## src/rtl/core/assert_macros.svh

```systemverilog
// Assertion helpers shared by the core
`ifndef ASSERT_MACROS_SVH
`define ASSERT_MACROS_SVH

// Property must hold on every edge outside reset
`define CHK_ALWAYS(lbl, prop, msg) \
  lbl: assert property (@(posedge clk) disable iff (!rst_n) (prop)) else $error(msg);

// Antecedent implies consequent in the next cycle
`define CHK_NEXT(lbl, ante, cons, msg) \
  lbl: assert property (@(posedge clk) disable iff (!rst_n) (ante) |=> (cons)) \
    else $error(msg);

`endif

```

## src/rtl/core/msie_regfile.sv

```systemverilog
// ----------------------------------------------------------------------------
// msie_regfile
// 32 x 32 register file: three read ports, one write port, r0 reads zero.
// Reset clears every entry through valid bits.
// ----------------------------------------------------------------------------
module msie_regfile (
  input  logic        clk,
  input  logic        rst_n,
  input  logic [4:0]  ra_a,
  input  logic [4:0]  ra_b,
  input  logic [4:0]  ra_c,
  output logic [31:0] rd_a,
  output logic [31:0] rd_b,
  output logic [31:0] rd_c,
  input  logic        we,
  input  logic [4:0]  wa,
  input  logic [31:0] wd
);
  logic [31:0] regs_r [32];
  logic [31:0] vld_r;

  always_ff @(posedge clk) begin
    if (!rst_n) begin
      vld_r <= '0;
    end else if (we && wa != 5'd0) begin
      vld_r[wa] <= 1'b1;
    end
  end

  always_ff @(posedge clk) begin
    if (we) begin
      regs_r[wa] <= wd;
    end
  end

  // write-through so a same-cycle write is seen by the reader
  function automatic logic [31:0] rd_port(input logic [4:0] a, input logic [31:0] v,
                                          input logic ok, input logic w,
                                          input logic [4:0] wa_i,
                                          input logic [31:0] wd_i);
    logic [31:0] r;
    r = ok ? v : 32'd0;
    if (w && wa_i == a) r = wd_i;
    if (a == 5'd0) r = 32'd0;
    return r;
  endfunction

  assign rd_a = rd_port(ra_a, regs_r[ra_a], vld_r[ra_a], we, wa, wd);
  assign rd_b = rd_port(ra_b, regs_r[ra_b], vld_r[ra_b], we, wa, wd);
  assign rd_c = rd_port(ra_c, regs_r[ra_c], vld_r[ra_c], we, wa, wd);
endmodule

```

## config.mk

```make
export PLATFORM = sky130hd
export DESIGN_NAME = msie_regfile
export DESIGN_NICKNAME = d
export VERILOG_FILES = /design/src/rtl/core/assert_macros.svh /design/src/rtl/core/msie_regfile.sv
export SDC_FILE = /design/constraint.sdc
export NUM_CORES = 2
export LEC_CHECK = 0
export BUFFER_PORTS_ARGS = -buffer_cell sky130_fd_sc_hd__buf_2
export CAP_MARGIN = 20
export CORE_MARGIN = 5
export CORE_UTILIZATION = 55
export CTS_BUF_LIST = sky130_fd_sc_hd__clkbuf_4 sky130_fd_sc_hd__clkbuf_8
export DETAILED_ROUTE_END_ITERATION = 8
export PLACE_DENSITY = 0.72
export SLEW_MARGIN = 20
export SYNTH_ARGS = -nofsm -noshare
export SYNTH_HDL_FRONTEND = slang
export SYNTH_SLANG_ARGS = --single-unit
```

## constraint.sdc

```tcl
create_clock -name clk -period 6.2 [get_ports clk]
set_clock_uncertainty 0.15 [all_clocks]
set_input_delay 0.31 -clock clk [delete_from_list [all_inputs] [get_ports clk]]
set_output_delay 0.31 -clock clk [all_outputs]
set_load 0.05 [all_outputs]
```

# Word level (Yosys, flattened, before mapping)
# Memory sizes are Yosys's and may differ from the RTL's.
# Cells that the tools add are included.
# Widths: inputs -> output; s select.
dict set report totals {
  word_cells 39
  output_inout_bits 96
  register_bits 32
  mem_count 1
  ram_bits 1024
}
# memory depth width read_ports rd_ports_with_merged_regs wr line_no
set memory_table {}
lappend memory_table {regs_r 32 32 3 0 1 msie_regfile.sv:19} ;# logic [31:0] regs_r [32];
dict set report op_classes {
  reduce_logical 9
  order_cmp 5
  mux 19
  n_bitwise 1
  eq_ne 3
}
# op count
set op_table {}
lappend op_table {{$mux 32} 9}
lappend op_table {{$or 32x32->32} 1}
lappend op_table {{$lt 5x6->1 const B} 4}
lappend op_table {{$bmux 1 s5} 3}
lappend op_table {{$eq 5x5->1} 3}
lappend op_table {{$logic_not 5->1} 3}
lappend op_table {{$mux 1} 6}
lappend op_table {{$demux 1 s5} 1}
lappend op_table {{$ge 5x1->1 const B} 1}
lappend op_table {{$logic_and 1x1->1} 5}
lappend op_table {{$reduce_bool 5->1} 1}

# Depth between registers and ports, before layout
dict set report logic_depth {
  depth_word 5
  depth_mapped 10
}

# Worst setup path after synthesis
# No wires, ideal clock.
dict set report synth_path {
  path_kind {input -> register}
  from {in we}
  to {mem regs_r[28][0] (enable)}
  required_ns 5.627
  path_stages 4
  t_arrival_ns 2.561
  path_buffers 2
  setup_ns 0.423
  slack_ns 3.066
  path_cell_list {clkbuf_1 > or3b_2 > clkbuf_1 > nor2_1}
}
dict set report synth_between {
  elab_chain_len 2
}
# element line_no
set synth_rtl {}
lappend synth_rtl {{start, declared} msie_regfile.sv:15} ;# input logic we,
lappend synth_rtl {{$mux 1} msie_regfile.sv:31} ;# if (we) begin
lappend synth_rtl {{$mux 1 (implied by the code)} msie_regfile.sv:32} ;# regs_r[wa] <= wd;
lappend synth_rtl {{end, declared} msie_regfile.sv:19}
# Every way passes these cells.

# Worst setup path in the final report
dict set report layout_path {
  from {in ra_b[2]}
  to {out rd_b[16]}
}
dict set report layout_between {
  elab_chain_len 5
  elab_cells_between_ends 9
  cone_classes {eq/ne (1); mux (5); reduce/logical (2); memory (1)}
}
# element line_no
set layout_rtl {}
lappend layout_rtl {{start, declared} msie_regfile.sv:10} ;# input logic [4:0] ra_b,
lappend layout_rtl {{$bmux 1 s5} msie_regfile.sv:49} ;# assign rd_b = rd_port(ra_b, regs_r[ra_b], vld_r[ra_b], we, wa, wd);
lappend layout_rtl {{$mux 1 (implied by the code)} msie_regfile.sv:49}
lappend layout_rtl {{$mux 32} msie_regfile.sv:42} ;# r = ok ? v : 32'd0;
lappend layout_rtl {{$mux 32} msie_regfile.sv:43} ;# if (w && wa_i == a) r = wd_i;
lappend layout_rtl {{$mux 32 *} msie_regfile.sv:44} ;# if (a == 5'd0) r = 32'd0;
lappend layout_rtl {{end, declared} msie_regfile.sv:13} ;# output logic [31:0] rd_b,
# Mark *: on every way between the ends. The rest lies on a longest branch, timed or not. The select of a mux whose other input is x is not followed.

==> results.txt <==
The run finished with clean final reports. The top achievable clock speed is 232 MHz, and the number of hold-slack violations in the final timing report is 0. The logs give 2,982 for the cell count after synthesis and 60 for the count of different cell masters after synthesis. The final worst setup slack was 1890 ps. The proportion of layout cells with a drive suffix above 1 came out at 0.441.

The maximum count of clock buffers along a single path was 3. The detailed-route wire length per cell is 41.6 µm, and the total routed wirelength is 195,000 µm. Setup violations remaining at the end of the flow were counted as 0. Buffers inserted during clock tree synthesis total 175. The first global-routing pass estimated 277,000 µm of wire. For the total routing resource utilization after global routing, the log shows 0.346.

The count of nets left with antenna violations once routing finished came out at 0. The die extent in y works out to 335 µm. The largest individual stage delay along the critical path comes from the cell sky130_fd_sc_hd__nand2b_2.

The final route contains 37,476 vias. Summed over all cells, the static leakage comes to 20.5 nW. The clock slew at the register clock pins of the worst setup and hold paths is 60 ps, and the port buffer count is 150.

In this run the worst hold path is classified as in -> reg. For the data required time at the worst endpoint, the log shows 5740 ps. The area fraction in compound gates after synthesis was 0.0468; the initial antenna violation count was 17. After detailed routing, the number of remaining DRC violations is 0.

In the routed layout, each cell is associated on average with a via count of 7.97. For this run, the number of Yosys warnings is 0. Final critical-path required period: 4310 ps. Setup repair after global routing left no endpoint under its margin. In the layout the commonest cells are sky130_fd_sc_hd__edfxtp_1 (1,024), sky130_fd_sc_hd__mux4_2 (837), sky130_fd_sc_hd__mux2i_1 (196).

The fraction of the yosys area taken by sequential cells is 0.540, and the cell area after synthesis is 58,200 µm². Dominant combinational cell family by area after synthesis: multiplexers. The total overflow left after global routing is 0.

The pre-CTS worst setup slack is 1980 ps, and the I/O pin total is 151. The initial cell density of the core was 0.553; the worst-skew pair later-pin latency was 850 ps. Fraction of the cycle the final worst path needs: 0.695. The tools report the first-pass iteration count of the detailed router as 6. Total die area: 112,000 µm². The number of nets in the synthesized netlist is 3,037. The library cell used most frequently in the layout, excluding fill and tap cells, is sky130_fd_sc_hd__edfxtp_1. Max-cap violations in this run came to 0.

The total area inside the core boundary comes to 105,000 µm². For this run, the slowest stage of the critical path takes 870 ps. The xor and xnor fraction of the mapped netlist area came out at 0.00226. The quantity of hold-fixing buffers added after cts came out at 33. STA classifies the critical path startpoint as a primary input. Buffers added to address setup during post-CTS repair amount to 0. The most used flip-flop cell after synthesis is sky130_fd_sc_hd__edfxtp_1. The number of global-route vias before repair is 38,010, and the slew at the pin with the worst max-slew slack is 1260 ps. Number of rows in the core area: 119.

The overall die width was 335 µm; the clock sink total was 1,056. The simple logic cell fraction of the synthesized area was 0.0111. The tools report the largest vdd supply drop as 280 µV. The number of pins with negative max-slew slack in the final report came out at 0. The ratio of total power to cell area works out to 254 nW/µm².

The synthesized design contains 1,056 register bits. The multiplexer share of the synthesized area was 0.371; the H-tree depth was 4. TritonCTS built the clock tree. The critical path capture point type is an output pin. The signal on the critical path passes through buf_2 -> buf_4 -> nand2b_2 -> o22ai_1 -> o21a_1 -> o22a_1 -> o2bb2ai_1 -> buf_2. For the final routed database, the setup TNS stands at 0 ps. Remaining max-slew budget at the tightest pin: 0.159. The tools report the data arrival time at the worst-slack endpoint as 3850 ps. The async set-reset flop share out of synthesis is 0. The average instance in the mapped netlist occupies 19.5 µm². The post-synthesis share of cell area spent on full adders, half adders and majority gates was 0; the maximum number of pins on one net before global-route repair was 91.

For the post-CTS resize count, the log shows 0. The tools report the HPWL after detailed placement as 114,000 µm. The DRC marker count from the first detailed-route iteration is 6,259. Compared with the post-synthesis result, the final layout area differs by 10.4%. By startpoint and endpoint, the worst setup path is classified as in -> out. In this run, synthesis inferred 1,024 flip-flops with an integrated enable. For the placer's final routability congestion estimate, the log shows 0.866. Largest fanout on the critical path: 34.

The tree is rooted in a sky130_fd_sc_hd__clkbuf_8. The final layout contains 3,214 nets. Among the stages of the critical path, the cell type that occurs most often is sky130_fd_sc_hd__buf_2.
## per-layer routing
| layer | vias up | routed length (µm) | GRT usage |
|---|---|---|---|
| li1 | 13780 | - | - |
| met1 | 19444 | 64500 | 0.454 |
| met2 | 3511 | 89700 | 0.524 |
| met3 | 735 | 28700 | 0.112 |
| met4 | 6 | 12500 | 0.184 |
| met5 | - | 41 | 0 |
## logic make-up (layout without fill, tap and decap cells)
| family | after synthesis | count (layout) |
|---|---|---|
| AO/OA/AOI/OAI | 399 | 399 |
| multiplexers | 1075 | 1075 |
| buffers and inverters | 296 | 614 |
| XOR/XNOR | 15 | 15 |
| flip-flops | 1056 | 1056 |
| other | 0 | 12 |
| AND/OR/NAND/NOR | 141 | 141 |
## synthesized netlist by cell type (3+ instances only)
cell type                   number  area, µm²
sky130_fd_sc_hd__mux4_4          3       75.1
sky130_fd_sc_hd__mux2_2         22        248
sky130_fd_sc_hd__a2111oi_0       8       70.1
sky130_fd_sc_hd__o211ai_1        4       30.0
sky130_fd_sc_hd__mux2i_1       196       1960
sky130_fd_sc_hd__mux4_1         17        447
sky130_fd_sc_hd__nand2_1        52        195
sky130_fd_sc_hd__edfxtp_1     1024      30700
sky130_fd_sc_hd__xor2_1          8       70.1
sky130_fd_sc_hd__a211oi_1       15        113
sky130_fd_sc_hd__buf_1          39        146
sky130_fd_sc_hd__nand4_1         3       18.8
sky130_fd_sc_hd__clkbuf_8        7       96.3
sky130_fd_sc_hd__clkbuf_1       99        372
sky130_fd_sc_hd__nor3_1          5       25.0
sky130_fd_sc_hd__o32a_1          7       70.1
sky130_fd_sc_hd__buf_4          46        345
sky130_fd_sc_hd__a221oi_1       22        193
sky130_fd_sc_hd__or2_2           9       56.3
sky130_fd_sc_hd__a21oi_1        91        455
sky130_fd_sc_hd__o21a_1         35        263
sky130_fd_sc_hd__o221ai_1        8       70.1
sky130_fd_sc_hd__nand3_1         6       30.0
sky130_fd_sc_hd__buf_12          5        100
sky130_fd_sc_hd__o22ai_1        89        557
sky130_fd_sc_hd__nor2_1         46        173
sky130_fd_sc_hd__o2bb2ai_1      64        561
sky130_fd_sc_hd__mux4_2        837      18900
sky130_fd_sc_hd__buf_6          19        214
sky130_fd_sc_hd__o21bai_1        3       22.5
sky130_fd_sc_hd__dfxtp_1        32        641
sky130_fd_sc_hd__a211o_1         4       35.0
sky130_fd_sc_hd__buf_2          71        355
sky130_fd_sc_hd__nand3b_1        5       37.5
sky130_fd_sc_hd__o21ai_1        31        155
sky130_fd_sc_hd__xnor2_1         7       61.3
sky130_fd_sc_hd__o22a_1          4       35.0
sky130_fd_sc_hd__or3b_2          3       26.3
sky130_fd_sc_hd__o21ai_0         7       35.0
## per-stage QoR
stage	hold WS, ps	util	power, W	instances	cell area (µm²)
floorplan	259	-	0.00958	2982	58200
global placement	331	0.574	0.0103	4333	60300
detailed placement	343	0.575	0.0103	4340	60500
CTS	100	0.611	0.0163	4691	64200
global route	175	0.611	0.0167	4697	64200
finish	164	0.611	0.0163	4703	64200
## flip-flops by register name, summed over array words and instances (netlist names)
name / count
vld_r: 32
regs_r: 1024
## final timing paths
path / from / to / slack (ps) / depth (start not counted)
max: ra_b[2] / rd_b[16] / 1890 / 8
min: wa[4] / regs_r[16][22] / 160 / 3
max reg2reg: vld_r[28] / vld_r[28] / 5400 / 1
min reg2reg: vld_r[31] / vld_r[31] / 360 / 1
## report_power, final
part / switching [W] / total (W) / leakage [nW] / internal [W]
Combinational: 0.00136 / 0.00223 / 9.21 / 0.000870
Clock: 0.00292 / 0.00610 / 1.80 / 0.00318
Sequential: 0.0000548 / 0.00797 / 9.48 / 0.00792
## final cells by class
cell class                 instances  area [µm²]
clock buffer                     237        2910
tap                             1391        1740
clock inverter                    81         475
inverter                           6        25.0
fill                            7474       40900
sequential                      1056       31400
timing repair buffer             290        2270
antenna                           12        30.0
multi-input combinational       1630       25400
## critical path: cells and delay by family
family | cells | cell delay, ps
compound gates | 4 | 1110
buf+inv | 3 | 1520
simple gates | 1 | 870
(Power assumes the default switching activity.)
